`config.mk`:
```
export PLATFORM = sky130hd
export DESIGN_NAME = dlms_cosem_list_parser
export DESIGN_NICKNAME = d
export VERILOG_FILES = /design/src/dlms_pkg.sv /design/src/dlms_cosem_list_parser.sv
export SDC_FILE = /design/constraint.sdc
export NUM_CORES = 2
export LEC_CHECK = 0
export BUFFER_PORTS_ARGS = -buffer_cell sky130_fd_sc_hd__buf_4
export CAP_MARGIN = 20
export CORE_MARGIN = 2
export CORE_UTILIZATION = 55
export CTS_CLUSTER_SIZE = 14
export DETAILED_ROUTE_END_ITERATION = 10
export GPL_TIMING_DRIVEN = 0
export PLACE_DENSITY = 0.71
export SLEW_MARGIN = 20
export SYNTH_ARGS = -nofsm -noshare
export SYNTH_HDL_FRONTEND = slang
export SYNTH_SLANG_ARGS = --single-unit
```
`constraint.sdc`:
```
create_clock -name clk_i -period 14.1 [get_ports clk_i]
set_input_delay 0.705 -clock clk_i [delete_from_list [all_inputs] [get_ports clk_i]]
set_output_delay 0.705 -clock clk_i [all_outputs]
set_load 0.02 [all_outputs]
```
`src/dlms_pkg.sv`:
```
// ----------------------------------------------------------------------------
// dlms_pkg
// Shared types, tag codes and phase encoding for the A-XDR list parser.
// ----------------------------------------------------------------------------
package dlms_pkg;

  localparam int unsigned ObisBytes = 6;
  localparam logic [31:0] HeaderMagicRst = 32'hE6E7000F;
  localparam logic [47:0] ClockObisRst   = 48'h0000010000FF;

  typedef enum logic [4:0] {
    PH_IDLE, PH_HEADER, PH_SKIP, PH_LIST_TAG, PH_LIST_LEN, PH_EL_TAG,
    PH_EL_COUNT, PH_OBIS_TAG, PH_OBIS_LEN, PH_OBIS, PH_VAL_TAG, PH_NUM,
    PH_STR_LEN, PH_STR_BYTES, PH_SC_TAG, PH_SC_COUNT, PH_SC_TYPE, PH_SC_VAL,
    PH_UNIT_TYPE, PH_UNIT_VAL
  } phase_e;

  typedef enum logic [1:0] {
    REC_ELEMENT = 2'd0, REC_PAYLOAD = 2'd1, REC_ERROR = 2'd2
  } rec_kind_e;

  typedef enum logic [2:0] {
    VK_U32 = 3'd0, VK_U16 = 3'd1, VK_S16 = 3'd2, VK_STR = 3'd3,
    VK_OCTET = 3'd4, VK_DATETIME = 3'd5
  } val_kind_e;

  typedef enum logic [2:0] {
    ERR_NONE = 3'd0, ERR_HEADER = 3'd1, ERR_ROOT = 3'd2, ERR_STRUCT = 3'd3,
    ERR_TYPE = 3'd4
  } err_e;

  typedef enum logic [0:0] {
    CFG_MAGIC = 1'b0, CFG_CLOCK = 1'b1
  } cfg_idx_e;

  localparam logic [7:0] TagList    = 8'h01;
  localparam logic [7:0] TagStruct  = 8'h02;
  localparam logic [7:0] TagU32     = 8'h06;
  localparam logic [7:0] TagOctet   = 8'h09;
  localparam logic [7:0] TagString  = 8'h0A;
  localparam logic [7:0] TagInt8    = 8'h0F;
  localparam logic [7:0] TagS16     = 8'h10;
  localparam logic [7:0] TagU16     = 8'h12;
  localparam logic [7:0] TagEnum    = 8'h16;
  localparam logic [7:0] ClockLen   = 8'h0C;

  // powers of ten from 10^0 to 10^10, held in 34 bits unsigned
  function automatic logic [33:0] pow10(input logic [3:0] e);
    logic [33:0] r;
    begin
      case (e)
        4'd0: r = 34'd1;
        4'd1: r = 34'd10;
        4'd2: r = 34'd100;
        4'd3: r = 34'd1000;
        4'd4: r = 34'd10000;
        4'd5: r = 34'd100000;
        4'd6: r = 34'd1000000;
        4'd7: r = 34'd10000000;
        4'd8: r = 34'd100000000;
        4'd9: r = 34'd1000000000;
        default: r = 34'd10000000000;
      endcase
      return r;
    end
  endfunction

endpackage

```
`src/dlms_cosem_list_parser.sv`:
```
// ----------------------------------------------------------------------------
// dlms_cosem_list_parser
// Byte-wise parser of a smart-meter A-XDR data-notification list.
// ----------------------------------------------------------------------------
// Usage: frame bytes enter on the in channel (data_byte_i, first_byte_i,
// final_byte_i with in_valid_i/in_ready_o), one byte per request. Each byte
// yields at most one record on the out channel (out_valid_o/out_ready_i):
// an element record, a string payload byte or a frame error.
// The parse step runs in the accept cycle and its raw record enters a first
// register; the scaler stage then loads the output register (out_valid_o).
// Throughput is one byte per cycle while in_ready_o is high, set by the
// combinational parse step; a positive scaler is applied in the record stage
// by one 32x34 multiply against a constant power-of-ten table.
// When the receiver stalls, both record registers fill and hold. A byte is
// still taken if it yields no record, if the first record register is empty,
// or if that register is freed in the same cycle; otherwise in_ready_o drops.
// Reset puts the parser in its idle phase with empty record registers and
// the configuration registers at their defaults. Configuration writes
// (cfg_we_i, cfg_idx_i, cfg_data_i) are taken at any edge.
// ----------------------------------------------------------------------------
module dlms_cosem_list_parser #(
  parameter int unsigned OBIS_BYTES = dlms_pkg::ObisBytes
) (
  input  logic                    clk_i,
  input  logic                    rst_ni,
  input  logic                    cfg_we_i,
  input  logic                    cfg_idx_i,
  input  logic [47:0]             cfg_data_i,
  input  logic                    in_valid_i,
  output logic                    in_ready_o,
  input  logic [7:0]              data_byte_i,
  input  logic                    first_byte_i,
  input  logic                    final_byte_i,
  output logic                    out_valid_o,
  input  logic                    out_ready_i,
  output logic [1:0]              record_kind_o,
  output logic [8*OBIS_BYTES-1:0] obis_code_o,
  output logic [2:0]              value_kind_o,
  output logic signed [32:0]      value_o,
  output logic signed [7:0]       decimal_exponent_o,
  output logic [7:0]              unit_code_o,
  output logic                    has_unit_o,
  output logic [7:0]              payload_byte_o,
  output logic signed [15:0]      clock_deviation_o,
  output logic [7:0]              clock_status_o,
  output logic [2:0]              error_code_o,
  output logic                    last_o
);
  import dlms_pkg::*;

  localparam int unsigned OW = 8 * OBIS_BYTES;

  // configuration
  logic [31:0] magic_q;
  logic [OW-1:0] clk_obis_q;
  always_ff @(posedge clk_i or negedge rst_ni) begin
    if (!rst_ni) begin
      magic_q    <= HeaderMagicRst;
      clk_obis_q <= OW'(ClockObisRst);
    end else if (cfg_we_i) begin
      case (cfg_idx_i)
        CFG_MAGIC: magic_q    <= cfg_data_i[31:0];
        CFG_CLOCK: clk_obis_q <= OW'(cfg_data_i);
        default: ;
      endcase
    end
  end

  // parse state
  phase_e      ph_q, ph_d;
  logic [3:0]  pos_q, pos_d;
  logic [7:0]  cnt_q, cnt_d;
  logic [7:0]  rem_q, rem_d;
  logic [1:0]  ent_q, ent_d;
  logic [OW-1:0] obis_q, obis_d;
  logic [31:0] acc_q, acc_d;
  logic [2:0]  kind_q, kind_d;
  logic [7:0]  scl_q, scl_d;
  logic [7:0]  unit_q, unit_d;
  logic [15:0] dev_q, dev_d;
  logic [7:0]  stat_q, stat_d;

  // record stage 1 (raw), then output register
  typedef struct packed {
    logic [1:0]  rk;
    logic [OW-1:0] obis;
    logic [2:0]  vk;
    logic [31:0] acc;
    logic [7:0]  scl;
    logic        wu;
    logic [7:0]  unit;
    logic [7:0]  pay;
    logic [15:0] dev;
    logic [7:0]  stat;
    logic [2:0]  err;
    logic        last;
  } rec_t;

  rec_t rec_d;
  logic emit;
  logic acc_in;

  // parser step
  always_comb begin
    phase_e   ph;
    logic [7:0] b;
    logic [7:0] idx;
    logic     done, fin_el, is_last, errf;
    logic [2:0] ec;
    b = data_byte_i;
    ph = first_byte_i ? PH_HEADER : ph_q;
    pos_d = first_byte_i ? 4'd0 : pos_q;
    ph_d = ph; cnt_d = cnt_q; rem_d = rem_q; ent_d = ent_q; obis_d = obis_q;
    acc_d = acc_q; kind_d = kind_q; scl_d = scl_q; unit_d = unit_q;
    dev_d = dev_q; stat_d = stat_q;
    emit = 1'b0; errf = 1'b0; ec = ERR_NONE;
    done = 1'b0; fin_el = 1'b0; is_last = 1'b0;
    idx = acc_q[7:0] - cnt_q;
    rec_d = '0;
    rec_d.rk = REC_ELEMENT;
    case (ph)
      PH_HEADER: begin
        if (b != magic_q[8*(3-pos_d[1:0]) +: 8]) begin
          errf = 1'b1; ec = ERR_HEADER;
        end else begin
          pos_d = pos_d + 4'd1;
          if (pos_d >= 4'd4) ph_d = PH_SKIP;
        end
      end
      PH_SKIP: begin
        pos_d = pos_d + 4'd1;
        if (pos_d >= 4'd9) ph_d = PH_LIST_TAG;
      end
      PH_LIST_TAG: begin
        if (b != TagList) begin errf = 1'b1; ec = ERR_ROOT; end
        else ph_d = PH_LIST_LEN;
      end
      PH_LIST_LEN: begin
        rem_d = b;
        ph_d = (b != 8'd0) ? PH_EL_TAG : PH_IDLE;
      end
      PH_EL_TAG: begin
        if (b != TagStruct) begin errf = 1'b1; ec = ERR_STRUCT; end
        else ph_d = PH_EL_COUNT;
      end
      PH_EL_COUNT: begin
        if (b != 8'd2 && b != 8'd3) begin errf = 1'b1; ec = ERR_STRUCT; end
        else begin
          ent_d = b[1:0]; obis_d = '0; acc_d = '0; kind_d = VK_U32; scl_d = '0;
          unit_d = '0; dev_d = '0; stat_d = '0; ph_d = PH_OBIS_TAG;
        end
      end
      PH_OBIS_TAG: begin
        if (b != TagOctet) begin errf = 1'b1; ec = ERR_TYPE; end
        else ph_d = PH_OBIS_LEN;
      end
      PH_OBIS_LEN: begin
        if (b != 8'(OBIS_BYTES)) begin errf = 1'b1; ec = ERR_TYPE; end
        else begin cnt_d = '0; ph_d = PH_OBIS; end
      end
      PH_OBIS: begin
        obis_d = {obis_q[OW-9:0], b};
        cnt_d = cnt_q + 8'd1;
        if (cnt_d >= 8'(OBIS_BYTES)) ph_d = PH_VAL_TAG;
      end
      PH_VAL_TAG: begin
        acc_d = '0;
        case (b)
          TagU32:    begin kind_d = VK_U32; cnt_d = 8'd4; ph_d = PH_NUM; end
          TagU16:    begin kind_d = VK_U16; cnt_d = 8'd2; ph_d = PH_NUM; end
          TagS16:    begin kind_d = VK_S16; cnt_d = 8'd2; ph_d = PH_NUM; end
          TagString: begin kind_d = VK_STR; ph_d = PH_STR_LEN; end
          TagOctet:  begin kind_d = VK_OCTET; ph_d = PH_STR_LEN; end
          default:   begin errf = 1'b1; ec = ERR_TYPE; end
        endcase
      end
      PH_NUM: begin
        acc_d = {acc_q[23:0], b};
        cnt_d = cnt_q - 8'd1;
        done = (cnt_d == 8'd0);
      end
      PH_STR_LEN: begin
        acc_d = {24'd0, b};
        cnt_d = b;
        if (kind_q == VK_OCTET && b == ClockLen && obis_q == clk_obis_q)
          kind_d = VK_DATETIME;
        if ((kind_d == VK_STR || kind_d == VK_OCTET) && ent_q == 2'd2) begin
          emit = 1'b1;
          rec_d.rk = REC_ELEMENT; rec_d.obis = obis_q; rec_d.vk = kind_d;
          rec_d.acc = acc_d; rec_d.last = (rem_q <= 8'd1);
        end
        if (b == 8'd0) done = 1'b1;
        else ph_d = PH_STR_BYTES;
      end
      PH_STR_BYTES: begin
        if (kind_q == VK_DATETIME && idx >= 8'd9) begin
          if (idx == 8'd9) dev_d = {b, 8'd0};
          else if (idx == 8'd10) dev_d = {dev_q[15:8], b};
          else stat_d = b;
        end else begin
          emit = 1'b1;
          rec_d.rk = REC_PAYLOAD; rec_d.obis = obis_q; rec_d.vk = kind_q;
          rec_d.pay = b;
        end
        cnt_d = cnt_q - 8'd1;
        done = (cnt_d == 8'd0);
      end
      PH_SC_TAG: begin
        if (b != TagStruct) begin errf = 1'b1; ec = ERR_STRUCT; end
        else ph_d = PH_SC_COUNT;
      end
      PH_SC_COUNT: begin
        if (b != 8'd2) begin errf = 1'b1; ec = ERR_STRUCT; end
        else ph_d = PH_SC_TYPE;
      end
      PH_SC_TYPE: begin
        if (b != TagInt8) begin errf = 1'b1; ec = ERR_TYPE; end
        else ph_d = PH_SC_VAL;
      end
      PH_SC_VAL: begin
        scl_d = b; ph_d = PH_UNIT_TYPE;
      end
      PH_UNIT_TYPE: begin
        if (b != TagEnum) begin errf = 1'b1; ec = ERR_TYPE; end
        else ph_d = PH_UNIT_VAL;
      end
      PH_UNIT_VAL: begin
        unit_d = b; fin_el = 1'b1;
      end
      default: ph_d = PH_IDLE;
    endcase

    // value complete: scaler structure follows or element ends
    if (done) begin
      if (ent_q == 2'd3) ph_d = PH_SC_TAG;
      else fin_el = 1'b1;
    end
    if (fin_el) begin
      is_last = (rem_q <= 8'd1);
      if (!((kind_d == VK_STR || kind_d == VK_OCTET) && ent_q == 2'd2)) begin
        emit = 1'b1;
        rec_d = '0;
        rec_d.rk = REC_ELEMENT; rec_d.obis = obis_d; rec_d.vk = kind_d;
        rec_d.acc = acc_d; rec_d.scl = scl_d; rec_d.wu = (ph == PH_UNIT_VAL);
        rec_d.unit = unit_d; rec_d.dev = dev_d; rec_d.stat = stat_d;
        rec_d.last = is_last;
      end
      if (is_last) begin rem_d = '0; ph_d = PH_IDLE; end
      else begin rem_d = rem_q - 8'd1; ph_d = PH_EL_TAG; end
    end

    // truncated frame
    if (!errf && final_byte_i && ph_d != PH_IDLE) begin
      errf = 1'b1;
      if (ph_d == PH_HEADER) ec = ERR_HEADER;
      else if (ph_d == PH_SKIP || ph_d == PH_LIST_TAG || ph_d == PH_LIST_LEN)
        ec = ERR_ROOT;
      else ec = ERR_STRUCT;
    end
    if (errf) begin
      emit = 1'b1; rec_d = '0; rec_d.rk = REC_ERROR; rec_d.err = ec;
      ph_d = PH_IDLE;
    end
  end

  // handshake: stage 1 register feeds output register
  logic s1_v_q, out_v_q;
  rec_t s1_q;
  logic s1_adv;
  assign s1_adv = !out_v_q || out_ready_i;
  assign in_ready_o = !emit || !s1_v_q || s1_adv;
  assign acc_in = in_valid_i && in_ready_o;

  always_ff @(posedge clk_i or negedge rst_ni) begin
    if (!rst_ni) begin
      ph_q <= PH_IDLE; pos_q <= '0; cnt_q <= '0; rem_q <= '0; ent_q <= '0;
      obis_q <= '0; acc_q <= '0; kind_q <= VK_U32; scl_q <= '0; unit_q <= '0;
      dev_q <= '0; stat_q <= '0;
    end else if (acc_in) begin
      ph_q <= ph_d; pos_q <= pos_d; cnt_q <= cnt_d; rem_q <= rem_d; ent_q <= ent_d;
      obis_q <= obis_d; acc_q <= acc_d; kind_q <= kind_d; scl_q <= scl_d;
      unit_q <= unit_d; dev_q <= dev_d; stat_q <= stat_d;
    end
  end

  // stage 1: raw record, multiply by power of ten
  logic s1_take;
  assign s1_take = acc_in && emit;
  logic signed [32:0] base_s1;
  logic               sat_s1;
  logic [3:0]         e_s1;
  logic signed [7:0]  scs;
  always_comb begin
    scs = (s1_q.wu && (s1_q.vk == VK_U32 || s1_q.vk == VK_U16 || s1_q.vk == VK_S16))
          ? $signed(s1_q.scl) : 8'sd0;
    sat_s1 = (scs > 8'sd10);
    e_s1 = (scs > 8'sd0) ? (sat_s1 ? 4'd10 : scs[3:0]) : 4'd0;
    if (s1_q.vk == VK_S16) base_s1 = 33'($signed(s1_q.acc[15:0]));
    else base_s1 = $signed({1'b0, s1_q.acc});
  end

  logic signed [67:0] prod;
  assign prod = base_s1 * $signed({1'b0, pow10(e_s1)});

  rec_t r_q;
  logic signed [32:0] val_d;
  always_comb begin
    logic nz;
    nz = (base_s1 != 33'sd0);
    val_d = base_s1;
    if (s1_q.vk == VK_U32 || s1_q.vk == VK_U16) begin
      if ((sat_s1 && nz) || prod > 68'sd4294967295) val_d = 33'sd4294967295;
      else val_d = prod[32:0];
    end else if (s1_q.vk == VK_S16) begin
      if ((sat_s1 && nz && !base_s1[32]) || prod > 68'sd2147483647)
        val_d = 33'sd2147483647;
      else if ((sat_s1 && base_s1[32]) || prod < -68'sd2147483648)
        val_d = -33'sd2147483648;
      else val_d = prod[32:0];
    end
  end

  always_ff @(posedge clk_i or negedge rst_ni) begin
    if (!rst_ni) begin
      s1_v_q <= 1'b0; out_v_q <= 1'b0;
    end else begin
      if (s1_adv) out_v_q <= s1_v_q;
      if (s1_take) s1_v_q <= 1'b1;
      else if (s1_adv) s1_v_q <= 1'b0;
    end
  end

  logic signed [32:0] val_q;
  logic signed [7:0]  exp_q;
  always_ff @(posedge clk_i) begin
    if (s1_take) s1_q <= rec_d;
    if (s1_adv && s1_v_q) begin
      r_q <= s1_q;
      val_q <= val_d;
      exp_q <= (scs < 8'sd0) ? scs : 8'sd0;
    end
  end

  assign out_valid_o        = out_v_q;
  assign record_kind_o      = r_q.rk;
  assign obis_code_o        = r_q.obis;
  assign value_kind_o       = r_q.vk;
  assign value_o            = (r_q.rk == REC_ELEMENT) ? val_q : 33'sd0;
  assign decimal_exponent_o = (r_q.rk == REC_ELEMENT) ? exp_q : 8'sd0;
  assign unit_code_o        = r_q.wu ? r_q.unit : 8'd0;
  assign has_unit_o         = r_q.wu;
  assign payload_byte_o     = r_q.pay;
  assign clock_deviation_o  = (r_q.vk == VK_DATETIME) ? $signed(r_q.dev) : 16'sd0;
  assign clock_status_o     = (r_q.vk == VK_DATETIME) ? r_q.stat : 8'd0;
  assign error_code_o       = r_q.err;
  assign last_o             = r_q.last;

endmodule

```
==> summary.txt <==
Via density -> 6.08
Pleak -> 0.0301 uW
Largest family of logic cells by synthesized area -> adder cells
Post-synthesis mux area share -> 0.0199
Synth area leaders -> fa_1 (32%), edfxtp_1 (14%), dfrtp_1 (8.9%), ha_1 (6.9%), inv_1 (6.8%)
Fin crit share -> 0.992
Synth warnings -> 0
Max-slew headroom -> 0.123
Max stage delay on crit path -> 730 ps
Initial Utilization -> 0.556
TritonCTS clock tree -> yes
H-tree levels -> 2
Worst vdd rail ir drop -> 0.122 mV
Final Wtd Congestion -> 1.08
Flip-flop and latch count after synthesis -> 509
Remaining DRCs -> 0
DIE HEIGHT -> 331 um
Largest net degree at the start of global routing -> 92
Post-Syn Nets -> 7,351
Worst-Margin Slew -> 1300 ps
GRT Total Usage -> 0.421
Die area -> 0.110 sq mm
Mapped cell area -> 0.0588 sq mm
Max-cap violations -> 0
Final Hold Vio Count -> 0
Final ANT Viol Nets -> 0
Clock Skews -> 27.3 ps
Initial antenna violation count -> 14
Setup tns final -> 0 ps
WL final -> 226,000 um
Cell taking the most area after synthesis -> fa_1
Clock latency on the worst-skew pair -> 600 ps
Fillers -> 9,051
Tmin final -> 13,980 ps
Root Buffer -> clkbuf_16
Cell count after synthesis -> 6,035
Worst hold path type -> in2async
Predominant post-synthesis flop cell -> edfxtp_1
Critical path class -> reg2reg
Final setup viols -> 0
FMAX -> 0.0715 GHz
Detail Route met2 WL -> 104,000 um
IO Pins -> 205
Critical Path Source Type -> flop
CTS max path bufs -> 3
Worst path arrival time -> 14,280 ps
RSZ-0062 raised after global routing -> false
CTS Buf Count -> 47
CP max FO -> 11
Routed wl met3 -> 23,000 um
Run status -> finished, final reports clean
CTS sink count -> 509
Top layer in use -> met5
Row count -> 119
Post-synth cell types -> 98
Cts hold-fix bufs -> 0
DR vias -> 47,000
WL/cell -> 29.2 um
Layout cells sized above 1 -> 0.0987
Area share of fa/ha/maj cells after synthesis -> 0.385
First-pass GRT wire length -> 329,000 um
Number of port buffers -> 201
Clock transition at path regs -> 70 ps
Pwr dens -> 101 mW/mm^2
CP endpoint kind -> flop
CP max stage cell -> fa_1
Die width -> 331 um
Synth Area in Simple Gates -> 0.148
NumNets Final -> 7,617
XOR/XNOR share of the synthesized area -> 0.0180
Fin. max-slew vios -> 0
Commonest non-fill, non-tap cell in the layout -> inv_1
Initial DRC Count -> 5,068
Area Overhead vs Synth -> 9.13%
Syn Area/Cell -> 9.74 sq um
HPWL Detailed -> 187,000 um
Drt first pass iters -> 6
Post-synthesis sequential area ratio -> 0.241
Synth Area in Compound Gates -> 0.0903
Post-synth top area share -> 0.316
Asr flop ratio synth -> 0.456
Core footprint -> 0.106 sq mm
Tot Pwr -> 6470 uW
Met1 WL -> 80,900 um
Final hold slack -> 112 ps
Crit path top cell by count -> fa_1
Commonest non-fill, non-tap cells in the layout -> inv_1 (1,064), fa_1 (927), nand2_1 (599)
Post-synth EDFFs -> 277
Grt ovf -> 0
Vias in the first global route -> 48,400
CP Data Required Time -> 14,400 ps
## synth_stat cells, types with 14 or more instances
library cell	instances
xor2_1	65
mux2_2	86
o21a_1	16
nand2b_1	27
ha_1	325
a22oi_1	73
buf_2	19
o21ai_0	169
nand2_1	601
o21ai_1	14
inv_1	1064
buf_4	68
nor4_1	38
and3_1	81
a211oi_1	17
and2_1	313
clkbuf_1	279
a31oi_1	23
nor2_1	431
xnor2_1	56
a21oi_1	186
edfxtp_1	277
or2_2	26
mux2i_1	15
nor3b_1	15
buf_1	16
o211ai_1	18
dfrtp_1	208
nand4_1	58
nand3_1	63
fa_1	927
nor3_1	45
dfstp_2	24
nor2b_1	49
a22o_1	131
a21o_1	20
## registers in the layout, indices dropped and copies added (netlist names), 4 cells and up
name / count
ph_q: 5
clk_obis_q: 48
payload_byte_o: 8
magic_q: 32
unit_q: 8
dev_q: 16
rem_q: 8
scl_q: 8
cnt_q: 8
val_q: 33
pos_q: 4
r_q: 32
obis_code_o: 48
stat_q: 8
acc_q: 32
exp_q: 8
obis_q: 48
s1_q: 138
## critical path, delay by kind of cell (launching register included)
kind | cells | cell delay (ps)
flip-flops | 1 | 540
AND/OR/NAND/NOR | 9 | 2490
adder cells (fa/ha/maj) | 10 | 5040
AO/OA/AOI/OAI | 8 | 3280
buffers and inverters | 8 | 1920
multiplexers | 1 | 350
## metrics by stage
stage                     setup WS (ps)   util  instances  area (sq um)
after floorplan                    2930      -       6035         58800
after global placement            -3160  0.587       7627         62000
after detailed placement          -1570  0.591       7646         62500
after CTS                          14.1  0.606       7732         64100
after global routing               10.6  0.607       7731         64100
final                               119  0.607       7738         64200
## power by group
part | switching [uW] | internal (uW) | total (uW)
clock | 581 | 701 | 1280
combinational | 2310 | 1090 | 3410
sequential | 65.9 | 1710 | 1780
total | 2960 | 3510 | 6470
## cell type report
| type | instances | area [sq um] | area share |
|---|---|---|---|
| antenna | 7 | 17.5 | 0.000273 |
| buffer | 382 | 1780 | 0.0278 |
| clock buffer | 75 | 1420 | 0.0222 |
| clock inverter | 13 | 121 | 0.00189 |
| inverter | 1067 | 4010 | 0.0624 |
| multi-input combinational | 4073 | 39100 | 0.609 |
| sequential | 509 | 14200 | 0.221 |
| tap | 1391 | 1740 | 0.0271 |
| timing repair buffer | 221 | 1840 | 0.0287 |
## per-layer routing
metal,up-vias,global-route usage
met3,762,0.0968
met2,2950,0.672
met4,6,0.262
li1,19800,-
met1,23500,0.520
met5,-,0
## cell families (layout without fill, tap and decap cells)
family | Yosys count | in the layout
compound gates | 790 | 790
xor+xnor | 121 | 121
fa+ha+maj | 1252 | 1252
buf+inv | 1453 | 1758
flops | 509 | 509
mux | 105 | 105
other cells | 0 | 7
simple gates | 1805 | 1805
## path summary, 6_finish.rpt
| kind | from | endpoint | slack (ps) | cells past startpoint |
|---|---|---|---|---|
| max in group asynchronous | rst_ni | rem_q[5] | 12750 | 3 |
| worst max-delay path | s1_q[87] | val_q[27] | 120 | 36 |
| worst min register to register | s1_q[117] | obis_code_o[29] | 420 | 0 |
| worst min-delay path | rst_ni | clk_obis_q[42] | 110 | 1 |
| min in group clk_i | cfg_data_i[42] | clk_obis_q[42] | 340 | 2 |
| worst max register to register | s1_q[87] | val_q[27] | 120 | 36 |
## repair_timing
| item | in CTS | in global routing |
|---|---|---|
| setup buffers | 0 | 1 |
| setup endpoints to repair | 33 | 33 |
| resized for setup | 28 | 54 |
| pin swaps | 0 | 1 |
(Power assumes the default switching activity.)
